===== config.mk =====
export PLATFORM = sky130hd
export DESIGN_NAME = tfei_div
export DESIGN_NICKNAME = d
export VERILOG_FILES = /design/src/tfei_pkg.sv /design/src/tfei_div.sv
export SDC_FILE = /design/constraint.sdc
export NUM_CORES = 1
export LEC_CHECK = 0
export BUFFER_PORTS_ARGS = -buffer_cell sky130_fd_sc_hd__buf_2
export CAP_MARGIN = 25
export CORE_ASPECT_RATIO = 0.75
export CORE_MARGIN = 10
export CORE_UTILIZATION = 47
export CTS_CLUSTER_SIZE = 24
export DETAILED_ROUTE_END_ITERATION = 7
export GPL_TIMING_DRIVEN = 0
export PLACE_DENSITY = 0.76
export SYNTH_ARGS = -nofsm -noshare
export SYNTH_HDL_FRONTEND = slang
export SYNTH_SLANG_ARGS = --single-unit

===== constraint.sdc =====
create_clock -name clk -period 4.1 [get_ports clk]
set_input_delay 0.41 -clock clk [delete_from_list [all_inputs] [get_ports clk]]
set_output_delay 0.41 -clock clk [all_outputs]
set_load 0.02 [all_outputs]

===== src/tfei_pkg.sv =====
// Shared types, constants and helper functions of the trajectory fuel/energy integrator.
`default_nettype none
package tfei_pkg;

	localparam int ADDR_W = 5;
	localparam int DATA_W = 32;
	localparam int SAMPLE_INDEX_BITS_DEF = 16;
	localparam int AMAG_W = 41;
	localparam int DIV_STEPS = 64;
	localparam int ENERGY_MIN_N = 4;
	localparam int FUEL_MIN_N = 3;

	localparam logic [2:0] REG_TIME_STEP = 3'd0;
	localparam logic [2:0] REG_CRUISE0 = 3'd1;
	localparam logic [2:0] REG_CRUISE1 = 3'd2;
	localparam logic [2:0] REG_CRUISE2 = 3'd3;
	localparam logic [2:0] REG_CRUISE3 = 3'd4;
	localparam logic [2:0] REG_ACCEL0 = 3'd5;
	localparam logic [2:0] REG_ACCEL1 = 3'd6;
	localparam logic [2:0] REG_ACCEL2 = 3'd7;

	localparam logic [15:0] TS_RESET = 16'd6554;
	// ceil(2^64 / 3): exact floor division by three for dividends below 2^63
	localparam logic [63:0] RECIP_THREE = 64'h5555_5555_5555_5556;
	localparam logic [6:0] SH_NONE = 7'd0;
	localparam logic [6:0] SH_Q8 = 7'd8;
	localparam logic [6:0] SH_Q16 = 7'd16;
	localparam logic [6:0] SH_Q24 = 7'd24;
	localparam logic [6:0] SH_RECIP = 7'd64;
	localparam logic [63:0] MAG_LIM = 64'h4000_0000_0000_0000;
	localparam logic signed [63:0] V48_MAX = 64'sh0000_7FFF_FFFF_FFFF;
	localparam logic signed [63:0] V48_MIN = -64'sh0000_7FFF_FFFF_FFFF - 64'sd1;
	localparam logic signed [63:0] S64_MAX = 64'sh7FFF_FFFF_FFFF_FFFF;
	localparam logic signed [63:0] S64_MIN = 64'sh8000_0000_0000_0000;

	typedef enum logic [4:0] {
		S_IDLE, S_DIV, S_EN, S_C1, S_UU, S_C2, S_UUU, S_C3, S_A1, S_A2, S_AT,
		S_PUSH, S_EP, S_ED, S_ET, S_FP, S_FD, S_FT, S_TOT
	} seq_state_t;

	typedef struct packed {
		logic        start;
		logic [63:0] a;     // two's complement multiplicand
		logic [63:0] b;     // unsigned multiplier
		logic [6:0]  sh;    // right shift of the exact product
	} mul_req_t;

	typedef struct packed {
		logic        busy;
		logic        done;
		logic [63:0] res;   // two's complement, magnitude clamped
	} mul_rsp_t;

	typedef struct packed {
		logic        start;
		logic [63:0] dividend;
		logic [15:0] divisor;
	} div_req_t;

	function automatic logic signed [63:0] sat_add(input logic signed [63:0] a,
		input logic signed [63:0] b);
		logic signed [64:0] s;
		s = {a[63], a} + {b[63], b};
		if (s[64] != s[63]) begin
			return s[64] ? S64_MIN : S64_MAX;
		end
		return s[63:0];
	endfunction

	function automatic logic signed [47:0] clamp48(input logic signed [63:0] v);
		if (v > V48_MAX) begin
			return V48_MAX[47:0];
		end
		if (v < V48_MIN) begin
			return V48_MIN[47:0];
		end
		return v[47:0];
	endfunction

endpackage
`default_nettype wire


===== src/tfei_div.sv =====
// Restoring divider, one quotient bit per cycle.
`default_nettype none
module tfei_div (
	input  wire logic               clk,
	input  wire logic               arst_n,
	input  wire tfei_pkg::div_req_t req,
	output      logic               done,
	output      logic [63:0]        quo
);
	import tfei_pkg::*;

	localparam int CNT_W = $clog2(DIV_STEPS);

	logic             busy_q, done_q;
	logic [CNT_W-1:0] cnt_q;
	logic [63:0]      quo_q;
	logic [15:0]      rem_q, dsr_q;
	logic [16:0]      trial, diff;
	logic             ge;

	assign trial = {rem_q, quo_q[63]};
	assign ge    = trial >= {1'b0, dsr_q};
	assign diff  = trial - {1'b0, dsr_q};

	always_ff @(posedge clk or negedge arst_n) begin
		if (!arst_n) begin
			busy_q <= 1'b0;
			done_q <= 1'b0;
			cnt_q  <= '0;
		end else begin
			done_q <= 1'b0;
			if (req.start) begin
				busy_q <= 1'b1;
				cnt_q  <= '0;
				quo_q  <= req.dividend;
				rem_q  <= '0;
				dsr_q  <= req.divisor;
			end else if (busy_q) begin
				quo_q <= {quo_q[62:0], ge};
				rem_q <= ge ? diff[15:0] : trial[15:0];
				cnt_q <= cnt_q + CNT_W'(1);
				if (cnt_q == CNT_W'(DIV_STEPS - 1)) begin
					busy_q <= 1'b0;
					done_q <= 1'b1;
				end
			end
		end
	end

	assign done = done_q;
	assign quo  = quo_q;

endmodule
`default_nettype wire


Yosys cells after proc, flatten, opt, wreduce, memory -nomap -nowiden
Index checks and enable logic that the tools add are counted.
- flip-flop bits (word level): 104
- input port bits: 83
- add/subtract/negate cells: 2
- magnitude comparators: 1
- eq/ne operators: 1
- mux-type cells: 12
- reduce and logical (&&, ||, !) cells: 3
- operators with widths (kind ; number):
    $mux 64 ; 2
    $mux 16 ; 2
    $ge 17x16->1 ; 1
    $sub 16x16->16 ; 1
    $mux 6 ; 2
    $add 6x1->6 const B ; 1
    $eq 6x6->1 const B ; 1
    $mux 1 ; 6
    $reduce_and 2->1 ; 2
    $reduce_bool 2->1 ; 1

Longest topological paths before layout
- depth in word-level cells: 4
- gate-level depth with buffers: 11
- gate-level depth less buffers: 10

Worst setup path after synthesis
No wires, ideal clock.
- path type: input-to-reg
- from: input port req[80] (netlist bit)
- to: register quo_q[0], in the netlist quo[0] (enable)
- setup time: 0.493 ns
- arrival: 3.654 ns
- data required time: 3.607 ns
- path slack: -0.047 ns
- cell stages on the path: 3
- path buffers: 1
- cell sequence: clkbuf_1 nor2_1 nor2b_1
- word-level cells in the longest chain between the ends: 2
- ends and longest elaborated chain (what ; RTL line ; source):
    start, declared ; tfei_div.sv:6 ; input wire tfei_pkg::div_req_t req,
    $reduce_bool 2->1 (no source line) ; -- ;
    $reduce_and 2->1 (no source line) ; -- ;
    end signal, assigned ; tfei_div.sv:35 ; quo_q <= req.dividend;
    end signal, assigned ; tfei_div.sv:39 ; quo_q <= {quo_q[62:0], ge};
    end, declared ; tfei_div.sv:16 ; logic [63:0] quo_q;
No other way between the ends.
A chain may end at the register's enable or synchronous reset.

Worst setup path after layout
- from: register rem_q[5]
- to: register rem_q[15] (data pin)
- word-level cells in the longest chain between the ends: 3
- elaborated cells on any way between the ends: 4
- those cells by class: add/sub: 1; order compare: 1; mux: 2
- ends and longest elaborated chain (what ; RTL line ; source):
    start, declared ; tfei_div.sv:17 ; logic [15:0] rem_q, dsr_q;
    start signal, assigned ; tfei_div.sv:40 ; rem_q <= ge ? diff[15:0] : trial[15:0];
    $sub 16x16->16 / $ge 17x16->1 (equally long branches) ; tfei_div.sv:23, tfei_div.sv:22 ;
    $mux 16 * ; tfei_div.sv:40 ;
    $mux 16 * ; tfei_div.sv:38 ; end else if (busy_q) begin
Mark *: on every way between the ends. The rest lies on a longest branch, timed or not.

==> out/qor.yml <==
clock_network:
  cts-root-buf: "clkbuf_16"
  htreeDepth: 3
  clk_latency_ps: 350
  cts_tree: "done"
  clk_pin_slew_worst_paths_ps: 70
  cts_hold_buf: 0
  post_cts_buffers: 0
  cts_repair_resize_count: 0
  cts_buffers: 9
  clock_sinks: 104
  clk_path_buf_depth: 2
sta:
  finalSetupViolCount: 0
  fin_setup_tns_ps: 0
  tightest_slew_ps: 875
  fin_crit_ps: 2710
  max_freq_mhz: 369
  fin_crit_sh: 0.661
  max-slew-margin-rel: 0.415
  clock_skew_ps: 9.40
  grt_setup_unrepaired: "no"
  hold_viol: 0
  slew_violations: 0
setup_path:
  crit_end: "rem_q[15]"
  arrival_ps: 2810
  r2r-end: "rem_q[15]"
  rrSetupSlack_ps: 1390
  startpoint: "rem_q[5]"
  critical_path_required_ps: 4200
  rr_worst_depth: 8
  critPathKind: "reg2reg"
  rr_startpoint: "rem_q[5]"
  end_kind: "flip-flop"
  worstPathMaxFanout: 5
  critPathLaunchType: "flip-flop"
yosys:
  syn_nets: 497
  yosysWarnings: 0
  ys.flop_type: "edfxtp_1"
  async_flop_share: 0.0769
  synth_cells: 396
  yosysSeqAreaShare: 0.588
  syn_area_mm2: 0.00525
  synth_cell_types: 45
  avgSynthCellArea_um2: 13.3
  synth_top_area_frac: 0.549
  synth.area.top_cells: "edfxtp_1 (55%), mux2_2 (14%), ha_1 (4.1%)"
  synth_edf_count: 96
  yosysTopAreaCell: "edfxtp_1"
  synth_seq_cells: 104
power:
  p_leak_nw: 2.69
  finalPower_w: 0.00283
  powerDensity_mw_per_mm2: 438
  worst_ir_drop_vdd_mv: 0.230
floorplanning:
  chipHeight_um: 112
  dieArea_mm2: 0.0158
  start_util: 0.481
  pin_count: 148
  rows: 33
  core_mm2: 0.0109
  fp.dieW_um: 142
place:
  gp_congestion: 0.888
  place_area_mm2: 0.00619
  dp_hpwl_um: 10400
  io_buffer_count: 147
detailed_routing:
  firstDrtPassIters: 4
  wl_um: 13400
  avgRoutedWirePerCell_um: 19.2
  drc: 0
  antenna_left: 0
  first_iter_violations: 327
  viasPerCell: 5.33
  num_vias: 3729
cells_and_area:
  drive_gt1_frac: 0.422
  mostFrequentLayoutCell: "buf_2"
  nFillCells: 918
  seq_area_mm2: 0.00308
  utilization: 0.592
  nets: 656
  area_growth_pct: 23.1
  antenna_cells: 0
  final_cell_area_mm2: 0.00646
  mostFrequentLayoutCells: "buf_2 (149), edfxtp_1 (96), mux2_2 (64)"
  multiInputGateArea_mm2: 0.00202
grt:
  antenna_found_initial: 2
  grt_pass1_vias: 3893
  grt_use_total: 0.166
  grt.overflow.total: 0
  grt_max_degree: 38
  grt_pass1_wl_um: 21100
job:
  maxCapViolations: 0
status:
  outcome: "finished clean"
worst_hold_path:
  hp-class: "in2async"
[stage by stage]
| step | std cells | setup slack [ps] | hold slack [ps] |
|---|---|---|---|
| 5_1_grt | 699 | 1270 | 101 |
| 4_1_cts | 699 | 1460 | 78.1 |
| 3_5_place_dp | 684 | 1400 | 449 |
| 2_1_floorplan | 396 | 1180 | 114 |
| 3_3_place_gp | 683 | 81.0 | 444 |
| 6_report | 699 | 1390 | 79.4 |
[power by group]
part	total (W)	switching, W	internal, W	leakage, nW
Clock	0.000813	0.000397	0.000416	0.123
Sequential	0.00133	0.0000548	0.00128	1.04
Combinational	0.000685	0.000383	0.000302	1.52
Total	0.00283	0.000834	0.00200	2.69
[critical path, cell delays in order (launching register included)]
cell and delay, ps:
edfxtp_1 470, ha_1 390, a21oi_1 250, nand2_1 80, o21ai_1 290, nor3_1 90
o41ai_1 520, xnor2_1 150, a31o_1 240
[metal layers]
layer / up-vias / global-route usage / share of wire
met5: - / 0 / 0.0016
met4: 4 / 0.0299 / 0.0059
met3: 11 / 0.0896 / 0.12
met2: 142 / 0.256 / 0.46
met1: 1774 / 0.204 / 0.40
li1: 1798 / - / -
[state kept, by name, indices dropped and copies added (netlist names)]
register / count
cnt_q: 6
done: 1
quo: 64
busy_q: 1
dsr_q: 16
rem_q: 16
[kinds of logic (layout without fill, tap and decap cells)]
logic type | Yosys count | in the layout | share of synthesized area
AOI/OAI and AO/OA | 62 | 62 | 0.0794
xor gates and xnor gates | 16 | 16 | 0.0267
adders and majority gates | 18 | 18 | 0.0443
buffers and inverters | 36 | 199 | 0.0284
DFF | 104 | 104 | 0.588
muxes | 74 | 74 | 0.156
and+or+nand+nor | 86 | 86 | 0.0773
[how the worst min path moves through the flow]
stage               startpoint  endpoint  slack (ps)  cells past startpoint
floorplan               arst_n    busy_q         110                      0
global placement        arst_n  cnt_q[4]         440                      1
detailed placement      arst_n  cnt_q[4]         450                      1
CTS                     arst_n  cnt_q[4]          80                      1
global route            arst_n      done         100                      1
finish                  arst_n  cnt_q[4]          80                      1
[cell type report]
cell class,instances,share of cell area
plain buffers,16,0.0114
clock buffers,10,0.0355
clock inverters,5,0.00659
inverters,20,0.0116
multi-input cells,256,0.313
flip-flops and latches,104,0.477
well taps,140,0.0271
repair buffers,148,0.117
[Yosys cell counts (2+ instances only)]
master and n:
edfxtp_1 96, mux2_2 64, nor2_1 33, inv_1 20, nand2_1 19, a21oi_1 17, ha_1 17, clkbuf_1 11
xnor2_1 11, a211oi_1 10, mux2i_1 10, dfrtp_1 8, nand2b_1 8, o21ai_0 8, nand3_1 7, nand4_1 5
nor3_1 5, xor2_1 5, o31ai_1 4, o211ai_1 3, o21ai_1 3, o311a_1 3, a21o_1 2, a31o_1 2
and2_1 2, buf_2 2, nor2b_1 2, o21a_1 2
Power figures use the tool's default switching activity.
