[src/tfei_pkg.sv]
// Shared types, constants and helper functions of the trajectory fuel/energy integrator.
`default_nettype none
package tfei_pkg;

	localparam int ADDR_W = 5;
	localparam int DATA_W = 32;
	localparam int SAMPLE_INDEX_BITS_DEF = 16;
	localparam int AMAG_W = 41;
	localparam int DIV_STEPS = 64;
	localparam int ENERGY_MIN_N = 4;
	localparam int FUEL_MIN_N = 3;

	localparam logic [2:0] REG_TIME_STEP = 3'd0;
	localparam logic [2:0] REG_CRUISE0 = 3'd1;
	localparam logic [2:0] REG_CRUISE1 = 3'd2;
	localparam logic [2:0] REG_CRUISE2 = 3'd3;
	localparam logic [2:0] REG_CRUISE3 = 3'd4;
	localparam logic [2:0] REG_ACCEL0 = 3'd5;
	localparam logic [2:0] REG_ACCEL1 = 3'd6;
	localparam logic [2:0] REG_ACCEL2 = 3'd7;

	localparam logic [15:0] TS_RESET = 16'd6554;
	// ceil(2^64 / 3): exact floor division by three for dividends below 2^63
	localparam logic [63:0] RECIP_THREE = 64'h5555_5555_5555_5556;
	localparam logic [6:0] SH_NONE = 7'd0;
	localparam logic [6:0] SH_Q8 = 7'd8;
	localparam logic [6:0] SH_Q16 = 7'd16;
	localparam logic [6:0] SH_Q24 = 7'd24;
	localparam logic [6:0] SH_RECIP = 7'd64;
	localparam logic [63:0] MAG_LIM = 64'h4000_0000_0000_0000;
	localparam logic signed [63:0] V48_MAX = 64'sh0000_7FFF_FFFF_FFFF;
	localparam logic signed [63:0] V48_MIN = -64'sh0000_7FFF_FFFF_FFFF - 64'sd1;
	localparam logic signed [63:0] S64_MAX = 64'sh7FFF_FFFF_FFFF_FFFF;
	localparam logic signed [63:0] S64_MIN = 64'sh8000_0000_0000_0000;

	typedef enum logic [4:0] {
		S_IDLE, S_DIV, S_EN, S_C1, S_UU, S_C2, S_UUU, S_C3, S_A1, S_A2, S_AT,
		S_PUSH, S_EP, S_ED, S_ET, S_FP, S_FD, S_FT, S_TOT
	} seq_state_t;

	typedef struct packed {
		logic        start;
		logic [63:0] a;     // two's complement multiplicand
		logic [63:0] b;     // unsigned multiplier
		logic [6:0]  sh;    // right shift of the exact product
	} mul_req_t;

	typedef struct packed {
		logic        busy;
		logic        done;
		logic [63:0] res;   // two's complement, magnitude clamped
	} mul_rsp_t;

	typedef struct packed {
		logic        start;
		logic [63:0] dividend;
		logic [15:0] divisor;
	} div_req_t;

	function automatic logic signed [63:0] sat_add(input logic signed [63:0] a,
		input logic signed [63:0] b);
		logic signed [64:0] s;
		s = {a[63], a} + {b[63], b};
		if (s[64] != s[63]) begin
			return s[64] ? S64_MIN : S64_MAX;
		end
		return s[63:0];
	endfunction

	function automatic logic signed [47:0] clamp48(input logic signed [63:0] v);
		if (v > V48_MAX) begin
			return V48_MAX[47:0];
		end
		if (v < V48_MIN) begin
			return V48_MIN[47:0];
		end
		return v[47:0];
	endfunction

endpackage
`default_nettype wire

[src/tfei_mul.sv]
// Shared multiply unit: 32x32 partial products accumulated over four passes.
`default_nettype none
module tfei_mul (
	input  wire logic               clk,
	input  wire logic               arst_n,
	input  wire tfei_pkg::mul_req_t req,
	output      tfei_pkg::mul_rsp_t rsp
);
	import tfei_pkg::*;

	logic [63:0]  am_q, bm_q;
	logic         neg_q;
	logic [6:0]   sh_q;
	logic [2:0]   cnt_q;
	logic         busy_q, done_q;
	logic [63:0]  pp_s1;
	logic [1:0]   off_s1;
	logic         ppv_s1;
	logic [127:0] acc_q;
	logic [63:0]  res_q;

	logic [63:0]  a_abs;
	logic [31:0]  a_half, b_half;
	logic [127:0] pp_ext, shifted;
	logic [63:0]  mag, res_c;

	assign a_abs  = req.a[63] ? (~req.a + 64'd1) : req.a;
	assign a_half = cnt_q[1] ? am_q[63:32] : am_q[31:0];
	assign b_half = cnt_q[0] ? bm_q[63:32] : bm_q[31:0];

	always_comb begin
		case (off_s1)
			2'd0: pp_ext = {64'd0, pp_s1};
			2'd1: pp_ext = {32'd0, pp_s1, 32'd0};
			2'd2: pp_ext = {pp_s1, 64'd0};
			default: pp_ext = '0;
		endcase
		shifted = acc_q >> sh_q;
		mag     = (shifted > {64'd0, MAG_LIM}) ? MAG_LIM : shifted[63:0];
		res_c   = neg_q ? (~mag + 64'd1) : mag;
	end

	always_ff @(posedge clk or negedge arst_n) begin
		if (!arst_n) begin
			busy_q <= 1'b0;
			done_q <= 1'b0;
			ppv_s1 <= 1'b0;
			cnt_q  <= '0;
		end else begin
			done_q <= 1'b0;
			ppv_s1 <= 1'b0;
			if (req.start) begin
				am_q   <= a_abs;
				neg_q  <= req.a[63];
				bm_q   <= req.b;
				sh_q   <= req.sh;
				acc_q  <= '0;
				cnt_q  <= '0;
				busy_q <= 1'b1;
			end else if (busy_q) begin
				if (cnt_q <= 3'd3) begin
					pp_s1  <= a_half * b_half;
					off_s1 <= {cnt_q[1] & cnt_q[0], cnt_q[1] ^ cnt_q[0]};
					ppv_s1 <= 1'b1;
				end
				if (ppv_s1) begin
					acc_q <= acc_q + pp_ext;
				end
				cnt_q <= cnt_q + 3'd1;
				if (cnt_q == 3'd5) begin
					res_q  <= res_c;
					done_q <= 1'b1;
					busy_q <= 1'b0;
				end
			end
		end
	end

	assign rsp = {busy_q, done_q, res_q};

endmodule
`default_nettype wire

[config.mk]
export PLATFORM = sky130hd
export DESIGN_NAME = tfei_mul
export DESIGN_NICKNAME = d
export VERILOG_FILES = /design/src/tfei_pkg.sv /design/src/tfei_mul.sv
export SDC_FILE = /design/constraint.sdc
export NUM_CORES = 2
export LEC_CHECK = 0
export ABC_AREA = 1
export BUFFER_PORTS_ARGS = -buffer_cell sky130_fd_sc_hd__buf_4
export CORE_MARGIN = 1
export CORE_UTILIZATION = 55
export CTS_BUF_LIST = sky130_fd_sc_hd__clkbuf_8
export CTS_CLUSTER_DIAMETER = 100
export DETAILED_ROUTE_END_ITERATION = 10
export PLACE_DENSITY = 0.75
export SETUP_SLACK_MARGIN = 0.4
export SLEW_MARGIN = 10
export SYNTH_ARGS = -nofsm -noshare
export SYNTH_HDL_FRONTEND = slang
export SYNTH_SLANG_ARGS = --single-unit
[constraint.sdc]
create_clock -name clk -period 8.65 [get_ports clk]
set_input_delay 0.4325 -clock clk [delete_from_list [all_inputs] [get_ports clk]]
set_output_delay 0.4325 -clock clk [all_outputs]
set_load 0.005 [all_outputs]
# Word-level counts from Yosys, hierarchy flattened
# Cells that the tools add are included.
# classes
add_sub_neg	4
mul	1
shifts	1
n_bitwise	5
n_reduce_logical	5
n_eq_ne	3
mux	19
order_cmp	2
# ops
operator	count
$pmux 128 s3	1
$mux 128	2
$add 128x128->128	1
$add 64x1->64 const B	2
$gt 128x63->1 const B	1
$mux 64	2
$not 64->64	2
$shr 128x7->128	1
$mul 32x32->64	1
$mux 32	2
$mux 63	1
$mux 1	9
$reduce_and 4->1	2
$mux 3	2
$add 3x1->3 const B	1
$eq 3x3->1 const B	1
$le 3x2->1 const B	1
$eq 2x1->1 const B	1
$eq 2x2->1 const B	1
$logic_not 2->1	1
$reduce_and 2->1	1
$reduce_bool 2->1	1
$and 1x1->1	1
$not 1->1	1
$xor 1x1->1	1
# word_totals
ff_bits	400
word_cells	53
input_bits	138

# Longest topological paths before layout
# depth
ltp_word	6
ltp_mapped	40

# Least setup slack after synthesis
# OpenSTA, ideal clock, no wires.
# synth_path
path_kind	register -> register
from	register cnt_q[1]
to	register pp_s1[46], data pin
setup_time_ns	0.252
path_buffers	3
path_stages_with_launch	39
arrival_time_ns	7.968
slack_ns	0.429
synth_period_minus_slack_ns	8.221
cell_sequence	dfrtp_1 > clkbuf_1 > inv_1 > clkbuf_1 > or2_2 > o21ai_1 > clkbuf_1 > nor2_1 > fa_1 > inv_1 > fa_1 > fa_1 > inv_1 > fa_1 > ha_1 > ha_1 > inv_1 > fa_1 > [3 not listed] > nand2_1 > inv_1 > a21oi_1 > nand2_1 > a21boi_0 > o21ai_1 > a21oi_1 > o21bai_1 > a21boi_1 > o21ai_0 > a21boi_0 > o21bai_1 > a21oi_1 > o21ai_0 > nand2_1 > nand2_1 > nand2_1 > nand2_1
# synth_between
elab_chain_len	2
# synth_rtl
element	line	source
from (decl)	tfei_mul.sv:14	logic [2:0] cnt_q;
from (signal assigned)	tfei_mul.sv:69	cnt_q <= cnt_q + 3'd1;
$mux 32	tfei_mul.sv:28	assign a_half = cnt_q[1] ? am_q[63:32] : am_q[31:0];
$mul 32x32->64	tfei_mul.sv:62	pp_s1 <= a_half * b_half;
to (signal assigned)	tfei_mul.sv:62	
to (decl)	tfei_mul.sv:16	logic [63:0] pp_s1;
# Every way passes these cells.
# A chain may end at the register's enable or synchronous reset.

# Final worst setup path
# layout_path
from	register cnt_q[0]
to	register pp_s1[53], data pin
# layout_between
elab_chain_len	2
# layout_rtl
element	line	source
$mux 32	tfei_mul.sv:29	assign b_half = cnt_q[0] ? bm_q[63:32] : bm_q[31:0];
$mul 32x32->64	tfei_mul.sv:62	
# Every way passes these cells.

==> impl_metrics.ini <==
[run]
maxCapViolations = 0

[worst_setup_path]
end_kind = flip-flop
slowest_stage = fa_1
critical_path_buf_inv_count = 8
r2r_setup_slack_ps = 510
crit_path_frequent_cell = fa_1
cp-start-kind = flip-flop
cp.required_ps = 9230
critical_path_class = flip-flop to flip-flop
rr_worst_depth = 31
critPathTopFamily = adder cells
arrival_ps = 8720
crit_path_max_fanout = 10
critPathMaxStageDelay_ps = 560
critical_path_cell_count = 31

[sta]
finalCriticalPeriod_ps = 8138
period_share = 0.9408
setup_violations = 0
worstMarginPinSlew_ps = 1414
fmax_ghz = 0.1229
slew_violations = 0
relSlewSlack = 0.04518
finalHoldViolations = 0
rsz0062_at_grt = no
setup_tns_ps = 0
finClkSkew_ps = 110.6

[synth]
ys_seq_elements = 400
yosys_warnings = 0
ys_seq_area_frac = 0.1693
synth_cell_types = 54
async_reset_ff_frac = 0.01500
syn_inst = 9699
synth-edff-count = 394
syn_area_um2 = 70790
avgSynthCellArea_um2 = 7.298
synth_flop_cell = edfxtp_1
synth_fp_nets = 11129

[grt]
grt-ovfl-total = 0
track_usage = 0.4516
first_global_vias = 70648
grt_pass1_wl_um = 437900
antenna_found_initial = 9
grt_max_degree = 107

[clock_tree]
cts_tree = done
htreeDepth = 3
cts_max_path_buffers = 3
path_clk_slew_ps = 70
cts_buffers = 77
root_buffer = clkbuf_8
clock_latency_ps = 850
cts.sinks = 400

[floorplanning]
die-area_um2 = 130100
core-area_um2 = 127700
pin_count = 204
start_util = 0.5544
die_w_um = 360.8
dieHeight_um = 360.8
rows = 131

[routing]
antenna_left = 0
drc = 0
first_pass_iters = 7
drt_iter0_markers = 9701
drt-wirelength-per-cell_um = 25.58
routed_via_density = 6.158
num_vias = 71930
drt-total-wl_um = 298700

[finish]
fillers = 11666
layout_commonest_cell = inv_1
nNetsFinal = 11380
layout_common_cells = 1654 x inv_1, 1581 x nand2_1, 1366 x nor2_1
synthToLayoutAreaGrowth_pct = 10.85
drive_above_1_share = 0.08279
utilization = 0.6146

[worst_hold_path]
hp-class = primary input to flip-flop
hold_path_depth = 3

[placed_design]
dp_hpwl_um = 238900
place.gp.congestion = 1.120
port_buffers = 203

[outcome]
status = finished, final reports clean
-- flip-flops by register name, indices dropped and copies added (netlist names) --
signal / count
off_s1: 2
neg_q: 1
acc_q: 128
busy_q: 1
done_q: 1
cnt_q: 3
pp_s1: 64
bm_q: 64
sh_q: 7
am_q: 64
ppv_s1: 1
res_q: 64
-- per-stage QoR --
step                      std cells  hold slack (ps)  worst slack (ps)  instance area [um^2]
final                         11681            57.09             512.3                 78470
after global routing          11678            71.40             315.6                 78460
after CTS                     11637            15.52             407.7                 77520
after detailed placement      11359            506.4             96.52                 74550
after global placement        11359            493.8             133.6                 74550
after floorplan                9699            136.9             429.3                 70790
-- logic make-up after synthesis --
family	Yosys count	synth area share
and+or+nand+nor	4498	0.2689
buffers and inverters	2114	0.1151
adders and majority gates	1292	0.3235
AOI/OAI and AO/OA	1130	0.09050
DFF	400	0.1693
xor gates and xnor gates	265	0.03279
-- cell usage after synthesis, types with 6 or more instances --
| master | n | area (um^2) |
|---|---|---|
| inv_1 | 1646 | 6178 |
| nand2_1 | 1589 | 5964 |
| nor2_1 | 1375 | 5161 |
| nand3_1 | 1331 | 6661 |
| fa_1 | 897 | 17960 |
| ha_1 | 395 | 4942 |
| edfxtp_1 | 394 | 11830 |
| a21oi_1 | 390 | 1952 |
| o21ai_0 | 325 | 1627 |
| clkbuf_1 | 257 | 964.7 |
| xor2_1 | 158 | 1384 |
| xnor2_1 | 107 | 937.2 |
| a31oi_1 | 99 | 619.3 |
| buf_2 | 86 | 430.4 |
| buf_1 | 69 | 259.0 |
| o22ai_1 | 66 | 412.9 |
| or2_2 | 66 | 412.9 |
| o21ai_1 | 60 | 300.3 |
| nor3_1 | 43 | 215.2 |
| nand4_1 | 41 | 256.5 |
| o21a_1 | 32 | 240.2 |
| o31ai_1 | 32 | 240.2 |
| o211ai_1 | 27 | 202.7 |
| nor4_1 | 25 | 156.4 |
| clkinv_1 | 22 | 82.58 |
| o221ai_1 | 20 | 175.2 |
| a21o_1 | 16 | 120.1 |
| buf_4 | 16 | 120.1 |
| o41ai_1 | 15 | 131.4 |
| inv_2 | 12 | 45.04 |
| o21bai_1 | 12 | 90.09 |
| a21boi_0 | 11 | 82.58 |
| buf_6 | 6 | 67.56 |
| dfrtp_1 | 6 | 150.1 |
| nand2_2 | 6 | 37.54 |
| nand3b_1 | 6 | 45.04 |
-- final cells by class --
cell class                 count  area [um^2]  share of cell area
tap                         1662         2079             0.02650
antenna                        6        15.01           0.0001913
multi-input combinational   7185        51340              0.6542
clock inverter                65        489.2            0.006234
timing repair inverter         1        5.005          0.00006378
timing repair buffer         605         5114             0.06517
inverter                    1680         6389             0.08141
sequential                   400        11980              0.1527
clock buffer                  77         1060             0.01351
-- what timing repair did --
item | in CTS | in global routing
hold buffers | 129 | 0
gates resized for setup | 23 | 153
setup endpoints to repair | 24 | 31
cloned | 1 | 1
pin swaps | 0 | 10
setup buffers | 6 | 37
hold endpoints to repair | 129 | 0
-- worst reg2reg max path: cells and delay by family (launching register included) --
family | cells | cell delay [ps]
adders and majority gates | 9 | 4360
AOI/OAI and AO/OA | 10 | 1540
buffers and inverters | 8 | 1000
and+or+nand+nor | 4 | 550
DFF | 1 | 450
-- worst paths after layout --
check | end | start
max | pp_s1[53] | cnt_q[0]
min | am_q[22] | req[93]
max reg2reg | pp_s1[53] | cnt_q[0]
max in group asynchronous | cnt_q[1] | arst_n
min reg2reg | busy_q | cnt_q[2]
min in group asynchronous | cnt_q[0] | arst_n
-- layer usage --
layer	GRT usage	routed length, um	vias to the layer above
li1	-	-	31535
met1	0.5223	103200	34090
met2	0.7065	131600	4941
met3	0.1069	31860	1352
met4	0.3888	32080	12
met5	0	76	-
Power is not shown: default switching activity piles up to over one toggle a cycle in this logic, so the estimate is an artifact.
